[config.mk]
export PLATFORM = sky130hd
export DESIGN_NAME = url_percent_decoder_top
export DESIGN_NICKNAME = d
export VERILOG_FILES = /design/src/rtl/upd_pkg.sv /design/src/rtl/upd_front.sv /design/src/rtl/upd_queue.sv /design/src/rtl/upd_back.sv /design/src/rtl/url_percent_decoder_top.sv
export SDC_FILE = /design/constraint.sdc
export NUM_CORES = 1
export LEC_CHECK = 0
export BUFFER_PORTS_ARGS = -buffer_cell sky130_fd_sc_hd__buf_2
export CORE_ASPECT_RATIO = 0.75
export CORE_MARGIN = 2
export CORE_UTILIZATION = 55
export CTS_BUF_LIST = sky130_fd_sc_hd__clkbuf_4 sky130_fd_sc_hd__clkbuf_8 sky130_fd_sc_hd__clkbuf_16
export DETAILED_ROUTE_END_ITERATION = 12
export MAX_ROUTING_LAYER = met4
export PLACE_DENSITY = 0.86
export SYNTH_ARGS = -nofsm -noshare
export SYNTH_HDL_FRONTEND = slang
export SYNTH_HIERARCHICAL = 1
export SYNTH_SLANG_ARGS = --single-unit
export TNS_END_PERCENT = 1
[constraint.sdc]
create_clock -name clk -period 3.5 [get_ports clk]
set_clock_uncertainty 0.15 [all_clocks]
set_input_delay 0.175 -clock clk [delete_from_list [all_inputs] [get_ports clk]]
set_output_delay 0.175 -clock clk [all_outputs]
set_load 0.03 [all_outputs]
[src/rtl/upd_pkg.sv]
// Shared types, character constants and hex helpers for the URL percent decoder.
package upd_pkg;

  localparam logic [7:0] CH_PERCENT = 8'h25;
  localparam logic [7:0] CH_PLUS    = 8'h2B;
  localparam logic [7:0] CH_SPACE   = 8'h20;

  localparam logic KIND_CHAR = 1'b0;
  localparam logic KIND_END  = 1'b1;

  localparam int QUEUE_DEPTH_DEF = 4;

  // One decoded burst: cnt results (1..3), the last one the end marker
  // when with_end is set.
  typedef struct packed {
    logic [1:0] cnt;
    logic       with_end;
    logic [7:0] b0;
    logic [7:0] b1;
    logic [7:0] b2;
  } cmd_t;

  function automatic logic is_hex(input logic [7:0] c);
    is_hex = (c >= 8'h30 && c <= 8'h39) || (c >= 8'h41 && c <= 8'h46) ||
             (c >= 8'h61 && c <= 8'h66);
  endfunction

  function automatic logic [3:0] hex_val(input logic [7:0] c);
    logic [7:0] d;
    d = 8'h00;
    if (c >= 8'h30 && c <= 8'h39) begin
      d = c - 8'h30;
    end else if (c >= 8'h41 && c <= 8'h46) begin
      d = c - 8'h37;
    end else if (c >= 8'h61 && c <= 8'h66) begin
      d = c - 8'h57;
    end
    hex_val = d[3:0];
  endfunction

endpackage

[src/rtl/upd_front.sv]
// Front end: accepts characters, tracks escape state, builds result bursts.
module upd_front (
  input  logic          clk,
  input  logic          rst_n,
  input  logic          in_tvalid,
  output logic          in_tready,
  input  logic          in_kind,
  input  logic [7:0]    in_char,
  input  logic          cfg_we,
  input  logic          cfg_wdata,
  input  logic          q_full,
  output logic          q_push,
  output upd_pkg::cmd_t q_cmd
);
  import upd_pkg::*;

  typedef enum logic [2:0] {
    PH_IDLE = 3'b001,
    PH_PCT  = 3'b010,
    PH_HELD = 3'b100
  } phase_t;

  phase_t     phase_r, phase_nxt;
  logic [7:0] held_r, held_nxt;
  logic       plus_r;
  logic       accept;
  cmd_t       cmd;

  assign in_tready = !q_full;
  assign accept    = in_tvalid && in_tready;

  always_comb begin
    cmd.cnt      = 2'd0;
    cmd.with_end = 1'b0;
    cmd.b0       = in_char;
    cmd.b1       = 8'h00;
    cmd.b2       = 8'h00;
    phase_nxt    = phase_r;
    held_nxt     = held_r;
    if (in_kind == KIND_END) begin
      // flush pending escape characters ahead of the end marker
      cmd.with_end = 1'b1;
      phase_nxt    = PH_IDLE;
      if (phase_r == PH_PCT) begin
        cmd.cnt = 2'd2;
        cmd.b0  = CH_PERCENT;
      end else if (phase_r == PH_HELD) begin
        cmd.cnt = 2'd3;
        cmd.b0  = CH_PERCENT;
        cmd.b1  = held_r;
      end else begin
        cmd.cnt = 2'd1;
        cmd.b0  = 8'h00;
      end
    end else if (phase_r == PH_PCT) begin
      held_nxt  = in_char;
      phase_nxt = PH_HELD;
    end else if (phase_r == PH_HELD) begin
      phase_nxt = PH_IDLE;
      if (is_hex(held_r) && is_hex(in_char)) begin
        cmd.cnt = 2'd1;
        cmd.b0  = {hex_val(held_r), hex_val(in_char)};
      end else begin
        cmd.cnt = 2'd3;
        cmd.b0  = CH_PERCENT;
        cmd.b1  = held_r;
        cmd.b2  = in_char;
      end
    end else begin
      phase_nxt = PH_IDLE;
      if (in_char == CH_PERCENT) begin
        phase_nxt = PH_PCT;
      end else begin
        cmd.cnt = 2'd1;
        if (plus_r && in_char == CH_PLUS) begin
          cmd.b0 = CH_SPACE;
        end
      end
    end
  end

  assign q_cmd  = cmd;
  assign q_push = accept && (cmd.cnt != 2'd0);

  always_ff @(posedge clk) begin
    if (!rst_n) begin
      phase_r <= PH_IDLE;
      held_r  <= 8'h00;
      plus_r  <= 1'b0;
    end else begin
      if (accept) begin
        phase_r <= phase_nxt;
        held_r  <= held_nxt;
      end
      if (cfg_we) begin
        plus_r <= cfg_wdata;
      end
    end
  end

endmodule

[src/rtl/upd_queue.sv]
// Small register queue of result bursts between front and back end.
module upd_queue #(
  parameter int DEPTH = upd_pkg::QUEUE_DEPTH_DEF
) (
  input  logic          clk,
  input  logic          rst_n,
  input  logic          push,
  input  upd_pkg::cmd_t push_cmd,
  output logic          full,
  input  logic          pop,
  output logic          head_valid,
  output upd_pkg::cmd_t head_cmd
);
  import upd_pkg::*;

  localparam int PW = (DEPTH > 1) ? $clog2(DEPTH) : 1;
  localparam int CW = $clog2(DEPTH + 1);

  cmd_t          mem_r [DEPTH];
  logic [PW-1:0] wr_ptr_r, rd_ptr_r;
  logic [CW-1:0] count_r;

  assign full       = (count_r == CW'(DEPTH));
  assign head_valid = (count_r != '0);
  assign head_cmd   = mem_r[rd_ptr_r];

  function automatic logic [PW-1:0] wrap_inc(input logic [PW-1:0] p);
    wrap_inc = (p == PW'(DEPTH - 1)) ? '0 : p + 1'b1;
  endfunction

  always_ff @(posedge clk) begin
    if (push) begin
      mem_r[wr_ptr_r] <= push_cmd;
    end
  end

  always_ff @(posedge clk) begin
    if (!rst_n) begin
      wr_ptr_r <= '0;
      rd_ptr_r <= '0;
      count_r  <= '0;
    end else begin
      if (push) begin
        wr_ptr_r <= wrap_inc(wr_ptr_r);
      end
      if (pop) begin
        rd_ptr_r <= wrap_inc(rd_ptr_r);
      end
      if (push && !pop) begin
        count_r <= count_r + 1'b1;
      end else if (pop && !push) begin
        count_r <= count_r - 1'b1;
      end
    end
  end

  a_no_overflow: assert property (@(posedge clk) disable iff (!rst_n)
    push |-> !full) else $error("queue written while full");
  a_no_underflow: assert property (@(posedge clk) disable iff (!rst_n)
    pop |-> head_valid) else $error("queue read while empty");
  a_count_range: assert property (@(posedge clk) disable iff (!rst_n)
    count_r <= CW'(DEPTH)) else $error("queue count beyond depth");

endmodule

[src/rtl/upd_back.sv]
// Back end: steps through each burst and drives one result per cycle unless the output stalls.
module upd_back (
  input  logic          clk,
  input  logic          rst_n,
  input  logic          q_valid,
  input  upd_pkg::cmd_t q_cmd,
  output logic          q_pop,
  output logic          out_tvalid,
  input  logic          out_tready,
  output logic [7:0]    out_byte,
  output logic          out_has_byte,
  output logic          out_last,
  output logic          out_stream_end
);
  import upd_pkg::*;

  cmd_t       cur_r;
  logic       cur_valid_r;
  logic [1:0] idx_r;
  logic       out_valid_r;
  logic [7:0] byte_r;
  logic       has_r, last_r, end_r;
  logic       slot_free, emit, is_last, is_endm;
  logic [7:0] sel_byte;

  assign sel_byte  = (idx_r == 2'd0) ? cur_r.b0 : (idx_r == 2'd1) ? cur_r.b1 : cur_r.b2;
  assign is_last   = (idx_r == 2'(cur_r.cnt - 2'd1));
  assign is_endm   = cur_r.with_end && is_last;
  assign slot_free = !out_valid_r || out_tready;
  assign emit      = cur_valid_r && slot_free;
  assign q_pop     = q_valid && (!cur_valid_r || (emit && is_last));

  always_ff @(posedge clk) begin
    if (!rst_n) begin
      cur_valid_r <= 1'b0;
      idx_r       <= 2'd0;
      out_valid_r <= 1'b0;
    end else begin
      if (q_pop) begin
        cur_valid_r <= 1'b1;
        idx_r       <= 2'd0;
      end else if (emit && is_last) begin
        cur_valid_r <= 1'b0;
      end else if (emit) begin
        idx_r <= idx_r + 2'd1;
      end
      if (emit) begin
        out_valid_r <= 1'b1;
      end else if (out_tready) begin
        out_valid_r <= 1'b0;
      end
    end
  end

  always_ff @(posedge clk) begin
    if (q_pop) begin
      cur_r <= q_cmd;
    end
    if (emit) begin
      byte_r <= is_endm ? 8'h00 : sel_byte;
      has_r  <= !is_endm;
      last_r <= is_last;
      end_r  <= is_endm;
    end
  end

  assign out_tvalid     = out_valid_r;
  assign out_byte       = byte_r;
  assign out_has_byte   = has_r;
  assign out_last       = last_r;
  assign out_stream_end = end_r;

  a_end_is_last: assert property (@(posedge clk) disable iff (!rst_n)
    out_valid_r && end_r |-> last_r && !has_r)
    else $error("end marker not last or carries a byte");
  a_cur_nonempty: assert property (@(posedge clk) disable iff (!rst_n)
    cur_valid_r |-> cur_r.cnt != 2'd0) else $error("empty burst in back end");
  a_idx_range: assert property (@(posedge clk) disable iff (!rst_n)
    cur_valid_r |-> idx_r < cur_r.cnt) else $error("result index past burst");

endmodule

[src/rtl/url_percent_decoder_top.sv]
// Top level of the streaming URL percent decoder.
//
// Decodes a byte stream one character per item: "%hh" (either case)
// becomes one byte, a malformed escape is passed on as '%' plus both
// characters without rescanning them, and with plus_as_space set a '+'
// outside an escape becomes a space. An end item (in_tuser = 1) flushes
// any pending '%' or '%X' and then delivers a result with
// out_tuser[1] (stream end) set and out_tuser[0] (byte valid) clear.
// out_tlast marks the final result caused by each input item; items that
// only open an escape cause no result. Rate: one input item per cycle
// while the queue has room, one result per cycle while out_tready is
// high. A front end classifies items and pushes each burst of one to
// three results into a QUEUE_DEPTH-entry queue; the back end drains a
// burst one result at a time, and the input stalls only when the queue
// fills. A result passes a queue entry, the burst register and the
// output register. plus_as_space is written through cfg_we / cfg_wdata,
// which should only be used while the block is idle; it resets to 0.
module url_percent_decoder_top #(
  parameter int QUEUE_DEPTH = upd_pkg::QUEUE_DEPTH_DEF
) (
  input  logic       clk,
  input  logic       rst_n,
  // input items
  input  logic       in_tvalid,
  output logic       in_tready,
  input  logic [7:0] in_tdata,   // [7:0] char_in
  input  logic       in_tuser,   // [0] kind (0 character, 1 end of string)
  // result items
  output logic       out_tvalid,
  input  logic       out_tready,
  output logic [7:0] out_tdata,  // [7:0] out_byte
  output logic       out_tlast,  // last result of the input item
  output logic [1:0] out_tuser,  // [0] has_byte, [1] stream_end
  // configuration
  input  logic       cfg_we,
  input  logic       cfg_wdata   // plus_as_space
);
  import upd_pkg::*;

  logic q_full, q_push, q_pop, q_valid;
  cmd_t push_cmd, head_cmd;
  logic has_byte, stream_end;

  // Front: hold escape state, classify each item into a result burst.
  upd_front u_front (
    .clk       (clk),
    .rst_n     (rst_n),
    .in_tvalid (in_tvalid),
    .in_tready (in_tready),
    .in_kind   (in_tuser),
    .in_char   (in_tdata),
    .cfg_we    (cfg_we),
    .cfg_wdata (cfg_wdata),
    .q_full    (q_full),
    .q_push    (q_push),
    .q_cmd     (push_cmd)
  );

  // Queue: decouple the front from output backpressure.
  upd_queue #(
    .DEPTH (QUEUE_DEPTH)
  ) u_queue (
    .clk        (clk),
    .rst_n      (rst_n),
    .push       (q_push),
    .push_cmd   (push_cmd),
    .full       (q_full),
    .pop        (q_pop),
    .head_valid (q_valid),
    .head_cmd   (head_cmd)
  );

  // Back: advance through each burst, one registered result per cycle unless stalled.
  upd_back u_back (
    .clk            (clk),
    .rst_n          (rst_n),
    .q_valid        (q_valid),
    .q_cmd          (head_cmd),
    .q_pop          (q_pop),
    .out_tvalid     (out_tvalid),
    .out_tready     (out_tready),
    .out_byte       (out_tdata),
    .out_has_byte   (has_byte),
    .out_last       (out_tlast),
    .out_stream_end (stream_end)
  );

  assign out_tuser = {stream_end, has_byte};

endmodule

# == After elaboration in Yosys (flattened, before gate mapping) ==
# Memories as Yosys holds them, arrays and structs flattened. A register that Yosys moved wholly into a read port is not among the register bits.
# Cells that the tools add are included.
# Widths: inputs -> output; s select.
# word_totals
register_bits,34
ram_bits,108
inputBits,15
out_inout_bits,13
mem_count,1
# memory_table
memory,depth,word_bits,rd,rd_ports_with_merged_regs,write_ports,line_no,source
u_queue.mem_r,4,27,1,1,1,upd_queue.sv:19,cmd_t mem_r [DEPTH];
# op_classes
add_sub_neg,12
n_lt_le_gt_ge,12
eq_ne,9
mux,43
bitwise,3
n_reduce_logical,37
# op_table
op,n
$mux 8,9
$mux 16,3
$ge 8x7->1 const B,4
$le 8x7->1 const B,4
$mux 24,1
$mux 4,6
$mux 2,9
$eq 8x6->1 const B,2
$ge 8x6->1 const B,2
$le 8x6->1 const B,2
$logic_and 1x1->1,16
$sub 4x3->4 const B,4
$mux 3,5
$mux 6,2
$mux 1,8
$reduce_bool 2->1,4
$sub 4x1->4 const B,2
$add 2x1->2 const B,3
$eq 3x3->1 const B,2
$logic_not 1->1,6
$logic_or 1x1->1,6
$eq 2x2->1 const B,2
$add 3x1->3 const B,1
$eq 3x2->1 const B,1
other kinds (10),12

# == Depth between registers and ports, before layout ==
# logic_depth
word_depth,15
depth_mapped,13
depth_no_buf,13

# == Hierarchy ==
# The synthesis kept the hierarchy.
# modules_own_cells
module,instances,cells_each,area_per_inst_um2
upd_queue,1,185,4403.0
upd_back,1,116,1672.9
upd_front,1,149,1184.9
url_percent_decoder_top,1,2,15.0

# == Worst setup path after synthesis ==
# OpenSTA, ideal clock, no wires.
# synth_path
path_kind,reg-to-reg
start,register u_back/cur_r[26] (netlist name)
end,register u_queue.count_r[2]
setup_time_ns,0.076
arrival_time_ns,3.472
t_required_ns,3.274
path_slack_ns,-0.198
stages_incl_launch_ff,12
synth_period_minus_slack_ns,3.698
path_cell_list,edfxtp_1 -> xnor2_2 -> mux2i_2 -> a21oi_1 -> nor2_1 -> inv_1 -> ha_1 -> inv_1 -> fa_1 -> xor2_1 -> or3_1 -> a21boi_0
# synth_between
elab_chain_cells,8
# synth_lines
element,line_no,source
$sub 2x1->2 (*),upd_back.sv:27,assign is_last = (idx_r == 2'(cur_r.cnt - 2'd1));
$eq 2x2->1 (*),upd_back.sv:27,
net u_back.is_last,upd_back.sv:23,"logic slot_free, emit, is_last, is_endm;"
$logic_and 1x1->1 (*),upd_back.sv:31,assign q_pop = q_valid && (!cur_valid_r || (emit && is_last));
$logic_or 1x1->1 (*),upd_back.sv:31,
$logic_and 1x1->1 (*),upd_back.sv:31,
net q_pop,url_percent_decoder_top.sv:40,"logic q_full, q_push, q_pop, q_valid;"
$logic_not 1->1,upd_queue.sv:49,if (push && !pop) begin
$logic_and 1x1->1,upd_queue.sv:49,
$mux 3 or $reduce_bool 2->1 (tied branches),-,
"end signal, assigned",upd_queue.sv:50,count_r <= count_r + 1'b1;
"end signal, assigned",upd_queue.sv:52,count_r <= count_r - 1'b1;
"end, declared",upd_queue.sv:21,logic [CW-1:0] count_r;
# The timed path passes the listed nets; every way through them passes the cells marked *.
# A chain may end at the register's enable or synchronous reset.

# == Worst setup path in the final report ==
# layout_path
start,input in_tdata[4]
end,register u_queue.count_r[2]
# layout_between
elab_chain_cells,14
# layout_lines
element,line_no,source
"start, declared",url_percent_decoder_top.sv:26,"input logic [7:0] in_tdata,"
"$ge 8x6->1, or another cell as far along",upd_pkg.sv:24,is_hex = (c >= 8'h30 && c <= 8'h39) || (c >= 8'h41 && c <= 8'h46) ||
$logic_and 1x1->1,upd_pkg.sv:24,
$logic_or 1x1->1 (2 in series),upd_pkg.sv:24,
$logic_and 1x1->1,upd_front.sv:60,if (is_hex(held_r) && is_hex(in_char)) begin
$mux 2,upd_front.sv:60,
$mux 2 (*),upd_front.sv:58,end else if (phase_r == PH_HELD) begin
$mux 2 (*),upd_front.sv:55,end else if (phase_r == PH_PCT) begin
$mux 2 (*),upd_front.sv:40,if (in_kind == KIND_END) begin
$reduce_bool 2->1 (*),upd_front.sv:83,assign q_push = accept && (cmd.cnt != 2'd0);
$logic_and 1x1->1 (*),upd_front.sv:83,
net q_push,url_percent_decoder_top.sv:40,
$logic_not 1->1,upd_queue.sv:51,end else if (pop && !push) begin
$logic_and 1x1->1,upd_queue.sv:51,
$reduce_bool 2->1 (no line),-,
# Marked as above.

==> results.sh <==
export IMPL_endpoint_kind="flip-flop"
export IMPL_dr_pass1_iters=5
export IMPL_wl_um=13510
export IMPL_clock_path_buffers=2
export IMPL_rsz0062_at_grt="false"
export IMPL_fmax_mhz=309.1
export IMPL_cap_viol_max_count=0
export IMPL_insertion_delay_ns=0.43
export IMPL_seq_area_um2=4885
export IMPL_hp_class="input pin to flip-flop"
export IMPL_power_internal_mw=4.379
export IMPL_antenna_found_initial=0
export IMPL_antenna_cells=0
export IMPL_nets=528
export IMPL_yosysUniqueCellTypes=61
export IMPL_fin_crit_sh_pct=92.44
export IMPL_critPathKind="input pin to flip-flop"
export IMPL_finalSetupViolCount=0
export IMPL_fin_area_um2=8238
export IMPL_tightest_slew_ns=0.7395
export IMPL_fill_cells=902
export IMPL_crit_top_cell="inv_1"
export IMPL_grt_max_degree=30
export IMPL_dp_cells=639
export IMPL_p_sw_share_pct=28.54
export IMPL_worstPathRequired_ns=3.70
export IMPL_path_max_fanout=7
export IMPL_drv_slew=0
export IMPL_leakage_nw=2.905
export IMPL_power_mw=6.128
export IMPL_core_um2=12970
export IMPL_max_vdd_ir_drop_mv=0.4110
export IMPL_power_density_nw_per_um2=743.9
export IMPL_initial_core_util_pct=56.09
export IMPL_async_flop_share_pct=0
export IMPL_synth_edf_count=146
export IMPL_synth_top_area_share_pct=60.26
export IMPL_pin_count=28
export IMPL_cp_start_kind="input pin"
export IMPL_grt_total_usage_pct=21.32
export IMPL_use_met2_pct=30.46
export IMPL_cp_arrival_ns=3.43
export IMPL_first_iter_violations=388
export IMPL_slew_headroom_pct=50.28
export IMPL_fp_dieArea_um2=14170
export IMPL_ys_warn_count=6
export IMPL_cts_clk_slew_worst_paths_ns=0.07
export IMPL_post_dp_cell_area_um2=7553
export IMPL_drc_errors=0
export IMPL_syn_nets=483
export IMPL_drive_gt1_share_pct=19.80
export IMPL_final_util_pct=63.50
export IMPL_numCtsBuffers=17
export IMPL_path_cells="dlygate4sd3_1, buf_2, or4b_2, nor4_1, inv_1, nand2_1, a21oi_1, ha_1, inv_1, fa_1, xor2_1, or3_1, a21boi_0"
export IMPL_clockPowerShare_pct=30.0
export IMPL_finalNonFillerCells=681
export IMPL_outcome="finished, final reports clean"
export IMPL_drtAntennaViolNets=0
export IMPL_busiest_layer="met2"
export IMPL_area_growth_pct=13.22
export IMPL_drt_vias_per_instance=5.762
export IMPL_vias=3924
export IMPL_synth_top_cells_by_area="edfxtp_1 (60%), dfxtp_1 (6.9%), mux4_2 (6.2%)"
export IMPL_dpl_hpwl_um=8601
export IMPL_grt_met3_usage_pct=5.727
export IMPL_hold_viol=0
export IMPL_critical_path_top_delay_family="simple AND/OR/NAND/NOR gates"
export IMPL_slowest_delay_ns=0.72
export IMPL_globalplace_congestion=0.9163
export IMPL_gr_total_overflow=0
export IMPL_final_cell_mix="edfxtp_1 (146), nor2_1 (35), buf_2 (27)"
export IMPL_power_share_combinational_pct=23.3
export IMPL_min_period_ns=3.235
export IMPL_htreeDepth=4
export IMPL_cts_root_buf="clkbuf_16"
export IMPL_grt_pass1_vias=3837
export IMPL_grt_pass1_wl_um=21210
export IMPL_yosysTopAreaCell="edfxtp_1"
export IMPL_ys_flop_type="edfxtp_1"
export IMPL_switching_power_mw=1.749
export IMPL_cts_sink_count=171
export IMPL_layout_commonest_cell="edfxtp_1"
export IMPL_tns_ns=0
export IMPL_yosysSeqAreaShare_pct=67.14
export IMPL_seq_power_share_pct=46.7
export IMPL_wl_per_cell_um=19.84
export IMPL_ys_seq_elements=171
export IMPL_port_buffers=27
export IMPL_grt_use_met1_pct=29.80
export IMPL_syn_avg_cell_area_um2=16.10
export IMPL_cpMaxStageDelayCell="or4b_2"
export IMPL_synthCells=452
export IMPL_cts_setup_buffers=0
export IMPL_multi_input_area_um2=2188
export IMPL_cts_tree="built"
export IMPL_die_x_um=136.8
export IMPL_die_h_um=103.6
export IMPL_critical_path_buf_inv_count=4
export IMPL_std_cell_rows=36
export IMPL_synth_area_um2=7276
per-layer routing:
layer | part of all wire (%) | wire length, µm
met5 | 0 | 0
met3 | 6.3 | 856
met1 | 45 | 6127
met2 | 47 | 6336
met4 | 1.4 | 191
synth_stat cells, drive strengths merged, types with 2 or more instances:
cell type  count
nand3          2
or3            3
mux2i         23
nor3           5
o21ai          9
nor2          36
o31ai          3
o22ai          2
a21boi         3
buf           11
and3           4
nand2         18
dfxtp         25
a21oi         14
nand2b         5
clkbuf         8
o21a           3
mux4          27
edfxtp       146
a31oi          3
xnor2          7
and2          18
or4b           2
nor4           3
nor3b          3
nor2b         14
o21bai         2
inv           19
a22o           2
ha            15
tightest hold or removal path, stage by stage:
cell,delay [ns]
buf_2,0.07
nand2b_1,0.22
a31oi_1,0.12
cell families (layout without fill, tap and decap cells):
family                     count (synthesis)  after routing  share of synthesized area (%)
DFF                                      171            171                          67.14
and+or+nand+nor                          118            118                          8.805
xor gates and xnor gates                   8              8                          1.066
adders and majority gates                 16             16                          2.855
muxes                                     50             50                          11.93
AOI/OAI and AO/OA                         51             51                          5.383
buffers and inverters                     38             96                          2.820
through the flow:
step / setup slack, ns / hold WS (ns)
floorplan: 0.3144 / 0.1467
global placement: 0.5377 / 0.2887
detailed placement: 0.3883 / 0.3010
CTS: 0.2922 / 0.03088
global route: 0.1464 / 0.07105
finish: 0.2647 / 0.04851
power groups by stage:
stage / Sequential [mW] / Clock (mW) / Combinational (mW)
final: 2.86 / 1.84 / 1.43
after global routing: 2.89 / 1.95 / 1.57
after CTS: 2.87 / 1.87 / 1.45
after detailed placement: 2.90 / 0 / 1.41
after global placement: 2.87 / 0 / 1.37
after floorplan: 2.97 / 0 / 1.05
worst paths after layout:
kind / from / endpoint / slack (ns) / cells past startpoint
hold / removal: out_tready / u_back/cur_valid_r$_SDFFE_PN0P_ / 0.05 / 3
setup / recovery: in_tdata[4] / u_queue/count_r[2]$_SDFFE_PN0P_ / 0.26 / 13
setup reg to reg: u_front/phase_r[2]$_SDFFE_PN0P_ / u_queue/count_r[2]$_SDFFE_PN0P_ / 0.43 / 12
hold reg to reg: u_queue/count_r[2]$_SDFFE_PN0P_ / u_queue/count_r[2]$_SDFFE_PN0P_ / 0.40 / 2
layout make-up:
cell class,instances,area share (%)
flip-flops and latches,171,59.30
multi-input cells,243,26.56
clock buffers,19,5.346
repair buffers,45,3.584
well taps,171,2.597
clock inverters,13,1.747
inverters,19,0.8657
sequential cells by signal (all words and copies together), names as in the netlist, named ones only:
| name | flops |
|---|---|
| u_back/cur_valid_r | 1 |
| u_back/out_last | 1 |
| u_back/out_byte | 8 |
| u_back/out_stream_end | 1 |
| u_queue/mem_r | 108 |
| u_back/out_has_byte | 1 |
| u_queue/rd_ptr_r | 2 |
| u_front/phase_r | 3 |
| u_back/cur_r | 27 |
| u_front/held_r | 8 |
| u_front/plus_r | 1 |
| u_queue/wr_ptr_r | 2 |
| u_back/out_tvalid | 1 |
| u_back/idx_r | 2 |
| u_queue/count_r | 3 |
repair_timing:
item                                   CTS  global route
hold buffers                            10             0
endpoints found under the hold margin   12             0
resized for setup                        0             0
(Power assumes the default switching activity.)
